==> src/rtl/core/psi_pkg.sv <==
// Shared constants and types of the priority status indicator.
package psi_pkg;

    // Display state codes, lowest priority first.
    typedef enum logic [2:0] {
        ST_SLEEP     = 3'd0,
        ST_IDLE      = 3'd1,
        ST_BUSY      = 3'd2,
        ST_ATTENTION = 3'd3,
        ST_HEART     = 3'd4,
        ST_CELEBRATE = 3'd5,
        ST_DIZZY     = 3'd6,
        ST_UNUSED    = 3'd7
    } disp_state_t;

    // Event codes. Codes 6 and 7 behave as a tick.
    localparam logic [2:0] EV_TICK      = 3'd0;
    localparam logic [2:0] EV_START     = 3'd1;
    localparam logic [2:0] EV_END       = 3'd2;
    localparam logic [2:0] EV_ERROR     = 3'd3;
    localparam logic [2:0] EV_MILESTONE = 3'd4;
    localparam logic [2:0] EV_HEARTBEAT = 3'd5;

    // States reported with a heartbeat.
    localparam logic [1:0] REP_IDLE  = 2'd0;
    localparam logic [1:0] REP_BUSY  = 2'd1;
    localparam logic [1:0] REP_SLEEP = 2'd2;
    localparam logic [1:0] REP_ERROR = 2'd3;

    // Register indexes (byte address is four times the index).
    localparam logic [2:0] REG_HOLD_ATTENTION = 3'd0;
    localparam logic [2:0] REG_HOLD_CELEBRATE = 3'd1;
    localparam logic [2:0] REG_DIZZY_HOLD     = 3'd2;
    localparam logic [2:0] REG_HEART_HOLD     = 3'd3;
    localparam logic [2:0] REG_QUICK_WORK     = 3'd4;
    localparam logic [2:0] REG_WARN_GAP       = 3'd5;
    localparam logic [2:0] REG_SLEEP_GAP      = 3'd6;

    localparam int PADDR_W = 5;
    localparam int HOLD_W  = 16;
    localparam int GAP_W   = 24;
    localparam int TIME_W  = 32;

    // Reset values of the registers.
    localparam logic [HOLD_W-1:0] HOLD_ATTENTION_RST = 16'd3000;
    localparam logic [HOLD_W-1:0] HOLD_CELEBRATE_RST = 16'd5000;
    localparam logic [HOLD_W-1:0] DIZZY_HOLD_RST     = 16'd3000;
    localparam logic [HOLD_W-1:0] HEART_HOLD_RST     = 16'd2000;
    localparam logic [HOLD_W-1:0] QUICK_WORK_RST     = 16'd3000;
    localparam logic [GAP_W-1:0]  WARN_GAP_RST       = 24'd30000;
    localparam logic [GAP_W-1:0]  SLEEP_GAP_RST      = 24'd300000;

    // Hold used for a state that has no register of its own.
    localparam logic [HOLD_W-1:0] HOLD_DEFAULT = 16'd3000;

endpackage

==> src/rtl/core/psi_chan_if.sv <==
// Valid/ready channel interfaces for events in and display results out.
interface psi_evt_if;
    logic        valid;
    logic        ready;
    logic [2:0]  func;
    logic [1:0]  reported_state;
    logic [31:0] now_ms;

    modport source (output valid, output func, output reported_state, output now_ms,
                    input ready);
    modport sink (input valid, input func, input reported_state, input now_ms,
                  output ready);
endinterface

interface psi_res_if;
    logic       valid;
    logic       ready;
    logic [2:0] shown_state;
    logic       disconnected;

    modport source (output valid, output shown_state, output disconnected, input ready);
    modport sink (input valid, input shown_state, input disconnected, output ready);
endinterface

==> src/rtl/core/priority_status_indicator_fsm.sv <==
// Top level of the priority status indicator: event register, state update, result register.
//
//   channel   direction  handshake      payload
//   in_ch     sink       valid/ready    func, reported_state, now_ms
//   out_ch    source     valid/ready    shown_state, disconnected
//   apb       slave      psel/penable   7 registers at byte address 4*index
//
// Each event is captured in the event register and resolved from there into the
// result register; one event is taken every cycle while the result side does not
// stall. The state update is a single pass of adders and compares. Reset clears
// the control and indicator state and loads register defaults; the payload
// registers carry no reset, and nothing needs a sweep. A stalled result holds
// the event register, and the event port then stalls only once that register is also full.
module priority_status_indicator_fsm (
    input  logic                           clk,
    input  logic                           rst_n,
    psi_evt_if.sink                        in_ch,
    psi_res_if.source                      out_ch,
    input  logic                           psel,
    input  logic                           penable,
    input  logic                           pwrite,
    input  logic [psi_pkg::PADDR_W-1:0]    paddr,
    input  logic [31:0]                    pwdata,
    output logic [31:0]                    prdata,
    output logic                           pready
);

    // Configuration registers
    logic [psi_pkg::HOLD_W-1:0] hold_attention_reg, hold_celebrate_reg;
    logic [psi_pkg::HOLD_W-1:0] dizzy_hold_reg, heart_hold_reg, quick_work_reg;
    logic [psi_pkg::GAP_W-1:0]  warn_gap_reg, sleep_gap_reg;

    // Event register
    logic                        ev_valid_reg;
    logic [2:0]                  ev_func_reg;
    logic [1:0]                  ev_rep_reg;
    logic [psi_pkg::TIME_W-1:0]  ev_now_reg;

    // Indicator state
    psi_pkg::disp_state_t        base_state_reg, base_state_next;
    psi_pkg::disp_state_t        ov_state_reg, ov_state_next;
    logic                        ov_active_reg, ov_active_next;
    logic [psi_pkg::TIME_W-1:0]  ov_deadline_reg, ov_deadline_next;
    logic [psi_pkg::TIME_W-1:0]  last_hb_reg, last_hb_next;
    logic [psi_pkg::TIME_W-1:0]  work_start_reg, work_start_next;
    logic                        link_lost_reg, link_lost_next;

    // Result register
    logic                        res_valid_reg;
    psi_pkg::disp_state_t        res_state_reg, res_state_next;

    logic                        advance;
    logic                        cfg_write;
    logic [2:0]                  cfg_idx;

    logic                        has_req;
    psi_pkg::disp_state_t        req_state;
    logic [psi_pkg::HOLD_W-1:0]  req_hold;
    logic [psi_pkg::TIME_W:0]    deadline_sum;
    logic [psi_pkg::TIME_W-1:0]  work_time;
    logic [psi_pkg::TIME_W-1:0]  gap;
    logic                        keep_ov;
    logic                        take_req;
    logic                        ov_expired;

    assign pready    = 1'b1;
    assign cfg_idx   = paddr[psi_pkg::PADDR_W-1:2];
    assign cfg_write = psel && penable && pwrite && pready;

    assign advance      = !res_valid_reg || out_ch.ready;
    assign in_ch.ready  = !ev_valid_reg || advance;

    assign out_ch.valid        = res_valid_reg;
    assign out_ch.shown_state  = res_state_reg;
    assign out_ch.disconnected = link_lost_reg;

    always_comb
    begin
        unique case (cfg_idx)
            psi_pkg::REG_HOLD_ATTENTION: prdata = {16'd0, hold_attention_reg};
            psi_pkg::REG_HOLD_CELEBRATE: prdata = {16'd0, hold_celebrate_reg};
            psi_pkg::REG_DIZZY_HOLD:     prdata = {16'd0, dizzy_hold_reg};
            psi_pkg::REG_HEART_HOLD:     prdata = {16'd0, heart_hold_reg};
            psi_pkg::REG_QUICK_WORK:     prdata = {16'd0, quick_work_reg};
            psi_pkg::REG_WARN_GAP:       prdata = {8'd0, warn_gap_reg};
            psi_pkg::REG_SLEEP_GAP:      prdata = {8'd0, sleep_gap_reg};
            default:                     prdata = 32'd0;
        endcase
    end

    always_ff @(posedge clk or negedge rst_n)
    begin
        if (!rst_n)
        begin
            hold_attention_reg <= psi_pkg::HOLD_ATTENTION_RST;
            hold_celebrate_reg <= psi_pkg::HOLD_CELEBRATE_RST;
            dizzy_hold_reg     <= psi_pkg::DIZZY_HOLD_RST;
            heart_hold_reg     <= psi_pkg::HEART_HOLD_RST;
            quick_work_reg     <= psi_pkg::QUICK_WORK_RST;
            warn_gap_reg       <= psi_pkg::WARN_GAP_RST;
            sleep_gap_reg      <= psi_pkg::SLEEP_GAP_RST;
        end
        else if (cfg_write)
        begin
            unique case (cfg_idx)
                psi_pkg::REG_HOLD_ATTENTION: hold_attention_reg <= pwdata[15:0];
                psi_pkg::REG_HOLD_CELEBRATE: hold_celebrate_reg <= pwdata[15:0];
                psi_pkg::REG_DIZZY_HOLD:     dizzy_hold_reg     <= pwdata[15:0];
                psi_pkg::REG_HEART_HOLD:     heart_hold_reg     <= pwdata[15:0];
                psi_pkg::REG_QUICK_WORK:     quick_work_reg     <= pwdata[15:0];
                psi_pkg::REG_WARN_GAP:       warn_gap_reg       <= pwdata[23:0];
                psi_pkg::REG_SLEEP_GAP:      sleep_gap_reg      <= pwdata[23:0];
                default:                     ;
            endcase
        end
    end

    // Event decode and state update for the event held in the event register.
    always_comb
    begin
        base_state_next = base_state_reg;
        work_start_next = work_start_reg;
        last_hb_next    = last_hb_reg;
        link_lost_next  = link_lost_reg;
        has_req         = 1'b0;
        req_state       = psi_pkg::ST_DIZZY;
        work_time       = ev_now_reg - work_start_reg;

        unique case (ev_func_reg)
            psi_pkg::EV_START:
            begin
                work_start_next = ev_now_reg;
                base_state_next = psi_pkg::ST_BUSY;
            end
            psi_pkg::EV_END:
            begin
                has_req         = 1'b1;
                req_state       = (work_time < {16'd0, quick_work_reg}) ?
                                  psi_pkg::ST_HEART : psi_pkg::ST_ATTENTION;
                base_state_next = psi_pkg::ST_IDLE;
            end
            psi_pkg::EV_ERROR:
            begin
                has_req   = 1'b1;
                req_state = psi_pkg::ST_DIZZY;
            end
            psi_pkg::EV_MILESTONE:
            begin
                has_req   = 1'b1;
                req_state = psi_pkg::ST_CELEBRATE;
            end
            psi_pkg::EV_HEARTBEAT:
            begin
                last_hb_next   = ev_now_reg;
                link_lost_next = 1'b0;
                unique case (ev_rep_reg)
                    psi_pkg::REP_ERROR:
                    begin
                        has_req   = 1'b1;
                        req_state = psi_pkg::ST_DIZZY;
                    end
                    psi_pkg::REP_BUSY:  base_state_next = psi_pkg::ST_BUSY;
                    psi_pkg::REP_SLEEP: base_state_next = psi_pkg::ST_SLEEP;
                    default:            base_state_next = psi_pkg::ST_IDLE;
                endcase
            end
            default: ;
        endcase

        unique case (req_state)
            psi_pkg::ST_ATTENTION: req_hold = hold_attention_reg;
            psi_pkg::ST_HEART:     req_hold = heart_hold_reg;
            psi_pkg::ST_CELEBRATE: req_hold = hold_celebrate_reg;
            psi_pkg::ST_DIZZY:     req_hold = dizzy_hold_reg;
            default:               req_hold = psi_pkg::HOLD_DEFAULT;
        endcase

        deadline_sum = {1'b0, ev_now_reg} + {17'd0, req_hold};
        keep_ov      = ov_active_reg && (req_state < ov_state_reg)
                       && (ev_now_reg < ov_deadline_reg);
        take_req     = has_req && !keep_ov;

        // A fresh override is already expired when its deadline did not move
        // past now: a zero hold or a deadline that wrapped around.
        if (take_req)
        begin
            ov_state_next    = req_state;
            ov_deadline_next = deadline_sum[psi_pkg::TIME_W-1:0];
            ov_expired       = (req_hold == '0) || deadline_sum[psi_pkg::TIME_W];
            ov_active_next   = !ov_expired;
        end
        else
        begin
            ov_state_next    = ov_state_reg;
            ov_deadline_next = ov_deadline_reg;
            ov_expired       = ev_now_reg >= ov_deadline_reg;
            ov_active_next   = ov_active_reg && !ov_expired;
        end

        gap = ev_now_reg - last_hb_next;
        if (last_hb_next != '0)
        begin
            if (gap >= {8'd0, sleep_gap_reg})
            begin
                base_state_next = psi_pkg::ST_SLEEP;
                link_lost_next  = 1'b1;
            end
            else if (gap >= {8'd0, warn_gap_reg})
            begin
                base_state_next = psi_pkg::ST_IDLE;
                link_lost_next  = 1'b1;
            end
            else
            begin
                link_lost_next = 1'b0;
            end
        end

        res_state_next = (ov_active_next && ov_state_next >= base_state_next) ?
                         ov_state_next : base_state_next;
    end

    always_ff @(posedge clk or negedge rst_n)
    begin
        if (!rst_n)
        begin
            ev_valid_reg    <= 1'b0;
            res_valid_reg   <= 1'b0;
            base_state_reg  <= psi_pkg::ST_SLEEP;
            ov_state_reg    <= psi_pkg::ST_IDLE;
            ov_active_reg   <= 1'b0;
            ov_deadline_reg <= '0;
            last_hb_reg     <= '0;
            work_start_reg  <= '0;
            link_lost_reg   <= 1'b0;
        end
        else
        begin
            if (in_ch.ready)
            begin
                ev_valid_reg <= in_ch.valid;
            end
            if (advance)
            begin
                res_valid_reg <= ev_valid_reg;
                if (ev_valid_reg)
                begin
                    base_state_reg  <= base_state_next;
                    ov_state_reg    <= ov_state_next;
                    ov_active_reg   <= ov_active_next;
                    ov_deadline_reg <= ov_deadline_next;
                    last_hb_reg     <= last_hb_next;
                    work_start_reg  <= work_start_next;
                    link_lost_reg   <= link_lost_next;
                end
            end
        end
    end

    // Payload registers carry no reset.
    always_ff @(posedge clk)
    begin
        if (in_ch.ready && in_ch.valid)
        begin
            ev_func_reg <= in_ch.func;
            ev_rep_reg  <= in_ch.reported_state;
            ev_now_reg  <= in_ch.now_ms;
        end
        if (advance && ev_valid_reg)
        begin
            res_state_reg <= res_state_next;
        end
    end

`ifndef SYNTH
    // Only attention and above are ever installed as a live override.
    a_ov_level: assert property (@(posedge clk) disable iff (!rst_n)
        ov_active_reg |-> ov_state_reg >= psi_pkg::ST_ATTENTION)
        else $error("override active with a state below attention");

    // The base state is never one of the override-only states.
    a_base_level: assert property (@(posedge clk) disable iff (!rst_n)
        base_state_reg <= psi_pkg::ST_BUSY)
        else $error("base state holds an override-only code");

    // A lost link needs a stored heartbeat time.
    a_link_hb: assert property (@(posedge clk) disable iff (!rst_n)
        link_lost_reg |-> last_hb_reg != '0)
        else $error("link lost with no heartbeat stored");

    // A held event is not dropped while the result side stalls.
    a_ev_hold: assert property (@(posedge clk) disable iff (!rst_n)
        ev_valid_reg && !advance |=> ev_valid_reg && $stable(ev_now_reg))
        else $error("pending event lost during stall");

    // A result shown is never below the base state.
    a_res_floor: assert property (@(posedge clk) disable iff (!rst_n)
        advance && ev_valid_reg |=> res_state_reg >= base_state_reg)
        else $error("shown state below base state");
`endif

endmodule
==> src/flat_wrapper.sv <==
// flat-port wrapper written by rule: the top's interface ports become plain ports
module priority_status_indicator_fsm_flat 
  (clk, rst_n, psel, penable, pwrite, paddr, pwdata, prdata, pready, in_ch_valid, in_ch_func, in_ch_reported_state, in_ch_now_ms, in_ch_ready, out_ch_valid, out_ch_shown_state, out_ch_disconnected, out_ch_ready);
  psi_evt_if in_ch_i ();
  psi_res_if out_ch_i ();
  input  logic clk;
  input  logic rst_n;
  input  logic psel;
  input  logic penable;
  input  logic pwrite;
  input  logic [psi_pkg::PADDR_W-1:0] paddr;
  input  logic [31:0] pwdata;
  output logic [31:0] prdata;
  output logic pready;
  input wire logic [$bits(in_ch_i.valid)-1:0] in_ch_valid;
  input wire logic [$bits(in_ch_i.func)-1:0] in_ch_func;
  input wire logic [$bits(in_ch_i.reported_state)-1:0] in_ch_reported_state;
  input wire logic [$bits(in_ch_i.now_ms)-1:0] in_ch_now_ms;
  output wire logic [$bits(in_ch_i.ready)-1:0] in_ch_ready;
  output wire logic [$bits(out_ch_i.valid)-1:0] out_ch_valid;
  output wire logic [$bits(out_ch_i.shown_state)-1:0] out_ch_shown_state;
  output wire logic [$bits(out_ch_i.disconnected)-1:0] out_ch_disconnected;
  input wire logic [$bits(out_ch_i.ready)-1:0] out_ch_ready;
  assign in_ch_i.valid = in_ch_valid;
  assign in_ch_i.func = in_ch_func;
  assign in_ch_i.reported_state = in_ch_reported_state;
  assign in_ch_i.now_ms = in_ch_now_ms;
  assign in_ch_ready = in_ch_i.ready;
  assign out_ch_valid = out_ch_i.valid;
  assign out_ch_shown_state = out_ch_i.shown_state;
  assign out_ch_disconnected = out_ch_i.disconnected;
  assign out_ch_i.ready = out_ch_ready;
  priority_status_indicator_fsm u_core (.clk(clk), .rst_n(rst_n), .in_ch(in_ch_i), .out_ch(out_ch_i), .psel(psel), .penable(penable), .pwrite(pwrite), .paddr(paddr), .pwdata(pwdata), .prdata(prdata), .pready(pready));
endmodule
==> config.mk <==
export PLATFORM = sky130hd
export DESIGN_NAME = priority_status_indicator_fsm_flat
export DESIGN_NICKNAME = d
export VERILOG_FILES = /design/src/rtl/core/psi_pkg.sv /design/src/rtl/core/psi_chan_if.sv /design/src/rtl/core/priority_status_indicator_fsm.sv /design/src/flat_wrapper.sv
export SDC_FILE = /design/constraint.sdc
export NUM_CORES = 1
export LEC_CHECK = 0
export BUFFER_PORTS_ARGS = -buffer_cell sky130_fd_sc_hd__buf_4
export CORE_ASPECT_RATIO = 1.2
export CORE_UTILIZATION = 55
export CTS_BUF_LIST = sky130_fd_sc_hd__clkbuf_4 sky130_fd_sc_hd__clkbuf_8
export CTS_CLUSTER_SIZE = 30
export DETAILED_ROUTE_END_ITERATION = 10
export PLACE_DENSITY_LB_ADDON = 0.15
export SKIP_LAST_GASP = 1
export SYNTH_ARGS = -nofsm -noshare
export SYNTH_HDL_FRONTEND = slang
export SYNTH_SLANG_ARGS = --single-unit
==> constraint.sdc <==
create_clock -name clk -period 18.42 [get_ports clk]
set_input_delay 1.842 -clock clk [delete_from_list [all_inputs] [get_ports clk]]
set_output_delay 1.842 -clock clk [all_outputs]
set_load 0.03 [all_outputs]
==> run_results.csv, run 1 <==
group,metric,value,unit
run,maxCapViolCount,0,
layout,mostFrequentLayoutCell,"nand2_1",
worst_setup_path,cpPeakStageDelay,0.67,ns
sta,fin_setup_tns,0,ns
worst_setup_path,crit_fanout,18,
layout,drive_gt1_share,18.8,%
synthesis,syn_area,19000,µm²
clock_tree,post_cts_resized,0,
layout,fin_area,21200,µm²
synthesis,synth-seq-cells,274,
sta,slew_viol_final,0,
clock_tree,cts_root_buffer,"clkbuf_8",
sta,period_share,51.4,%
worst_hold_path,hold_class,"flop to flop",
placed_design,place_congestion,0.927,
synthesis,yosys.area.top_type,"dfrtp_1",
sta,hold_viol,0,
global_routing,grt_pass1_vias,15315,
sta,rsz0062_at_grt,"false",
layout,final_cell_mix,"nand2_1, dfrtp_1, ha_1",
worst_setup_path,critPathSlowestCell,"a21oi_1",
clock_tree,cts_sinks,274,
layout,syn2layout_area_growth,11.6,%
die,fp.dieH,206,µm
synthesis,ys_types,83,
drt,drc,0,
placed_design,dpl_cell_area,20200,µm²
global_routing,grt_start_max_net_pins,111,
synthesis,avgSynthCellArea,9.43,µm²
sta,worst_slew_pin_slew,1.09,ns
sta,fin_worst_skew,0.0239,ns
worst_setup_path,crit_path_end_kind,"flop",
clock_tree,postCtsSetupBuffers,0,
drt,vias_per_cell,6.01,
sta,finalSetupViolCount,0,
drt,antenna_left,0,
synthesis,synth_top_area_share,24.4,%
die,dieArea,35400,µm²
clock_tree,clk_path_buf_depth,3,
worst_setup_path,required,18.86,ns
global_routing,overflow,0,
synthesis,yosysSeqAreaShare,37.4,%
drt,drt-pass1-iter-count,6,
synthesis,synth_edf_count,40,
sta,fmax,106,MHz
die,core-area,34100,µm²
die,io-pin-count,120,
die,initial_utilization,55.9,%
clock_tree,cts_hold_buffers,0,
outcome,status,"finished clean",
power_and_ir_drop,leakage,9.88,nW
worst_setup_path,cp-start-kind,"flop",
drt,drtIter0Drc,1042,
die,dieWidth,172,µm
clock_tree,insertion_delay,0.61,ns
layout,diodes,0,
drt,wire_per_inst,20.5,µm
global_routing,grt_antenna_before_repair,0,
placed_design,dp_hpwl,40000,µm
clock_tree,cts_made_buffers,48,
power_and_ir_drop,p_per_area,126,nW/µm²
global_routing,grt_pass1_wl,84100,µm
worst_setup_path,cp.arrival,9.92,ns
sta,finalCriticalPeriod,9.48,ns
power_and_ir_drop,irDropWorstVdd,0.0000719,V
worst_setup_path,criticalPathCategory,"flop to flop",
clock_tree,clk_pin_slew,0.06,ns
sta,slew_headroom,27.0,%
die,rows,74,
synthesis,ys.warnings.count,0,
worst_setup_path,cp_common_cell,"a21oi_1",
synthesis,synthTopCellsByArea,"dfrtp_1, ha_1, mux2_2",
drt,num_vias,15657,
placed_design,port_buffers,100,
global_routing,grt_usage,31.0,%
synthesis,postSynthCellCount,2019,
clock_tree,cts_tree,"done",
synthesis,async_flop_share,85.4,%
synthesis,ys.flop_type,"dfrtp_1",
clock_tree,htree_levels,2,
layout,num-nets-final,2371,
drt,wl,53500,µm
-- cell families (layout without fill, tap and decap cells) --
group / Yosys count / after routing / synth area share (%)
AND/OR/NAND/NOR: 497 / 497 / 12.6
XOR/XNOR: 68 / 68 / 3.13
multiplexers: 194 / 194 / 11.3
other: 2 / 9 / 0.0394
adder cells (fa/ha/maj): 182 / 182 / 12.1
buffers and inverters: 256 / 378 / 5.34
AO/OA/AOI/OAI: 546 / 546 / 18.2
flip-flops: 274 / 274 / 37.4
-- critical path, delay by kind of cell, from the launching register on --
family	cells	cell delay, ns
buffers and inverters	3	0.60
AOI/OAI and AO/OA	17	5.04
adders and majority gates	3	1.13
DFF	1	0.57
xor gates and xnor gates	2	0.38
and+or+nand+nor	8	1.41
muxes	1	0.17
-- report_power, final --
| group | leakage [nW] | internal [mW] | switching, mW |
|---|---|---|---|
| combinational | 6.14 | 0.504 | 0.698 |
| clock | 0.552 | 0.347 | 0.266 |
| sequential | 3.19 | 0.774 | 0.0896 |
-- synth_stat cells, types with 13 or more instances --
master,instances
clkbuf_1,67
inv_1,169
o21ai_1,32
mux2_2,122
dfrtp_1,186
nor2b_1,22
edfxtp_1,40
mux2i_1,67
nand3_1,26
nand2_1,201
o21ai_0,165
o21a_1,23
nand4_1,35
a21o_1,48
nor3_1,26
and2_1,15
nor4_1,13
xor2_1,26
a22oi_1,33
nand2b_1,29
a21oi_1,113
dfstp_2,48
and3_1,15
ha_1,179
nor2_1,78
a211oi_1,14
xnor2_1,42
-- per-layer routing --
layer / vias to the layer above / wire (µm) / track usage [%]
li1: 7464 / - / -
met1: 7624 / 22700 / 38.7
met2: 458 / 26300 / 53.8
met3: 111 / 2490 / 3.90
met4: 0 / 1990 / 13.0
met5: - / 0 / 0
-- through the flow --
stage	cells	util [%]	total power [mW]	hold slack, ns	setup WS [ns]
after floorplan	2026	-	1.73	0.444	10.81
after global placement	2514	59.2	2.02	0.457	9.22
after detailed placement	2514	59.2	2.05	0.465	9.13
after CTS	2604	62.3	2.68	0.475	9.10
after global routing	2604	62.3	2.88	0.493	8.30
final	2604	62.3	2.68	0.474	8.94
-- final cells by class --
| type | instances | area, µm² |
|---|---|---|
| Multi-Input combinational cell | 1496 | 11000 |
| Tap cell | 456 | 571 |
| Inverter | 169 | 634 |
| Sequential cell | 274 | 7120 |
| Timing Repair Buffer | 119 | 901 |
| Fill cell | 3039 | 12800 |
| Clock inverter | 16 | 136 |
| Clock buffer | 74 | 918 |
-- worst paths after layout --
check	startpoint	endpoint	slack, ns	cells past startpoint
worst max-delay path	u_core.ev_now_reg[1]	u_core.ov_deadline_reg[29]	8.94	34
worst min-delay path	u_core.ov_state_reg[0]	u_core.ov_state_reg[0]	0.47	2
worst max register to register	u_core.ev_now_reg[1]	u_core.ov_deadline_reg[29]	8.94	34
worst min register to register	u_core.ov_state_reg[0]	u_core.ov_state_reg[0]	0.47	2
max in group asynchronous	rst_n	u_core.dizzy_hold_reg[14]	14.88	3
min in group asynchronous	rst_n	u_core.ov_deadline_reg[18]	1.27	1
Note: power is estimated with default switching activity, not from simulation.
==> run 2, diff against run 1 <==
--- a/config.mk
+++ b/config.mk
@@ -5,6 +5,7 @@
 export SDC_FILE = /design/constraint.sdc
 export NUM_CORES = 1
 export LEC_CHECK = 0
+export ABC_AREA = 1
 export BUFFER_PORTS_ARGS = -buffer_cell sky130_fd_sc_hd__buf_4
 export CORE_ASPECT_RATIO = 1.2
 export CORE_UTILIZATION = 55
==> constraint.sdc (replaced) <==
create_clock -name clk -period 9.6 [get_ports clk]
set_input_delay 0.96 -clock clk [delete_from_list [all_inputs] [get_ports clk]]
set_output_delay 0.96 -clock clk [all_outputs]
set_load 0.03 [all_outputs]
==> run_results.csv, run 2 <==
group,metric,value,unit
drt,num_vias,18141,
placed_design,dpl_cell_area,20500,µm²
placed_design,dp_hpwl,44400,µm
worst_setup_path,critPathSlowestCell,"edfxtp_1",
die,initial_utilization,56.4,%
die,core-area,34400,µm²
layout,syn2layout_area_growth,11.8,%
sta,worst_slew_pin_slew,1.19,ns
worst_hold_path,hold_class,"input pin to async pin",
drt,antenna_left,0,
power_and_ir_drop,leakage,10.7,nW
synthesis,synth_adder_area_share,11.9,%
layout,diodes,0,
synthesis,yosys.area.top_type,"dfrtp_1",
clock_tree,cts_hold_buffers,0,
synthesis,ys.flop_type,"dfrtp_1",
global_routing,grt_usage,33.2,%
drt,drc,0,
worst_setup_path,cp-start-kind,"flop",
clock_tree,htree_levels,2,
clock_tree,clk_path_buf_depth,3,
synthesis,avgSynthCellArea,7.47,µm²
synthesis,ys.warnings.count,0,
power_and_ir_drop,p_total,5.85,mW
synthesis,synth_edf_count,40,
clock_tree,clk_pin_slew,0.06,ns
sta,fin_setup_tns,0,ns
outcome,status,"finished clean",
global_routing,grt_pass1_wl,93500,µm
layout,fin_area,21600,µm²
placed_design,dp_cells,3095,
global_routing,grt_antenna_before_repair,0,
synthesis,synth_top_family_by_area,"simple AND/OR/NAND/NOR gates",
synthesis,postSynthCellCount,2593,
worst_setup_path,cp.arrival,7.62,ns
synthesis,synth_xor_area_share,2.98,%
sta,slew_headroom,20.8,%
clock_tree,cts_made_buffers,48,
synthesis,yosysSeqAreaShare,36.7,%
global_routing,grt_start_max_net_pins,106,
drt,drt-pass1-iter-count,6,
synthesis,synth.most_common_cell,"nand2_1",
clock_tree,cts_tree,"done",
die,fp.dieH,208,µm
placed_design,place_congestion,0.994,
drt,drtIter0Drc,1740,
worst_setup_path,cp_common_cell,"nand2_1",
synthesis,synthTopCellsByArea,"dfrtp_1, nand2_1, ha_1",
drt,wl,59400,µm
sta,fmax,137,MHz
synthesis,synthMuxAreaShare,0.420,%
synthesis,syn_area,19400,µm²
clock_tree,post_cts_resized,0,
drt,wire_per_inst,18.7,µm
synthesis,synth_top_area_share,24.0,%
sta,period_share,76.0,%
layout,final_cell_mix,"nand2_1, inv_1, o21ai_0",
synthesis,ys_top_cells_by_count,"nand2_1, inv_1, o21ai_0",
clock_tree,cts_sinks,274,
worst_setup_path,required,9.93,ns
die,dieArea,36000,µm²
synthesis,synth-simple-area-share,22.1,%
sta,finalCriticalPeriod,7.29,ns
run,maxCapViolCount,0,
global_routing,overflow,0,
layout,drive_gt1_share,11.0,%
drt,vias_per_cell,5.70,
layout,fin_cells,3185,
sta,rsz0062_at_grt,"false",
clock_tree,cts_root_buffer,"clkbuf_8",
die,rows,74,
power_and_ir_drop,irDropWorstVdd,0.000175,V
power_and_ir_drop,p_per_area,270,nW/µm²
global_routing,grt_pass1_vias,17366,
worst_setup_path,crit_path_end_kind,"flop",
worst_setup_path,crit_fanout,18,
sta,hold_viol,0,
sta,finalSetupViolCount,0,
sta,whs,0.433,ns
synthesis,synth-compound-area-share,16.0,%
worst_setup_path,criticalPathCategory,"flop to flop",
clock_tree,insertion_delay,0.61,ns
clock_tree,postCtsSetupBuffers,0,
layout,mostFrequentLayoutCell,"nand2_1",
synthesis,ys_types,55,
synthesis,async_flop_share,85.4,%
placed_design,port_buffers,100,
die,io-pin-count,120,
sta,fin_worst_skew,0.0240,ns
synthesis,synth-seq-cells,274,
sta,slew_viol_final,0,
die,dieWidth,173,µm
worst_setup_path,cpPeakStageDelay,0.57,ns
layout,num-nets-final,2952,
run 2: cell type report:
class	instances	area (µm²)
inverters	411	1540
fillers	3087	12700
clock inverters	19	244
well taps	456	571
clock buffers	71	896
repair buffers	117	886
multi-input cells	1837	10400
flip-flops and latches	274	7120
run 2: cells by family after synthesis:
group                      count (synthesis)
AOI/OAI and AO/OA                        562
xor gates and xnor gates                  66
adders and majority gates                182
buffers and inverters                    489
DFF                                      274
muxes                                      8
other                                      2
and+or+nand+nor                         1010
run 2: where the power goes:
| group | switching, mW | internal [mW] | total (mW) |
|---|---|---|---|
| combinational | 1.84 | 1.03 | 2.88 |
| sequential | 0.172 | 1.53 | 1.70 |
| clock | 0.517 | 0.761 | 1.28 |
| total | 2.53 | 3.32 | 5.85 |
run 2: critical path: cells and delay by family, from the launching register on:
| family | cells | cell delay [ns] |
|---|---|---|
| AND/OR/NAND/NOR | 30 | 3.83 |
| flip-flops | 1 | 0.57 |
| XOR/XNOR | 1 | 0.09 |
| buffers and inverters | 2 | 0.37 |
| AO/OA/AOI/OAI | 6 | 1.05 |
| adder cells (fa/ha/maj) | 3 | 1.08 |
run 2: path summary, 6_finish.rpt:
check	startpoint	to	slack, ns	cells after the start
max	u_core.ev_now_reg[1]	u_core.out_ch.shown_state[0]	2.31	42
min	rst_n	u_core.work_start_reg[25]	0.43	1
max reg2reg	u_core.ev_now_reg[1]	u_core.out_ch.shown_state[0]	2.31	42
min reg2reg	u_core.last_hb_reg[0]	u_core.last_hb_reg[0]	0.48	2
max in group asynchronous	rst_n	u_core.warn_gap_reg[15]	6.90	3
min in group clk	u_core.last_hb_reg[0]	u_core.last_hb_reg[0]	0.48	2
run 2: through the flow:
step | util [%] | setup WS, ns
after global placement | 59.7 | 2.65
after global routing | 63.0 | 1.84
final | 63.0 | 2.31
after detailed placement | 59.7 | 2.53
after CTS | 63.0 | 2.50
after floorplan | - | 3.89
run 2: routing by layer:
layer / up-vias / share of wire, % / GRT usage (%) / wire (µm)
li1: 8732 / - / - / -
met1: 8479 / 40 / 41.0 / 23900
met2: 765 / 48 / 56.5 / 28300
met3: 165 / 6.9 / 4.63 / 4090
met4: 0 / 5.3 / 16.8 / 3130
met5: - / 0 / 0 / 0
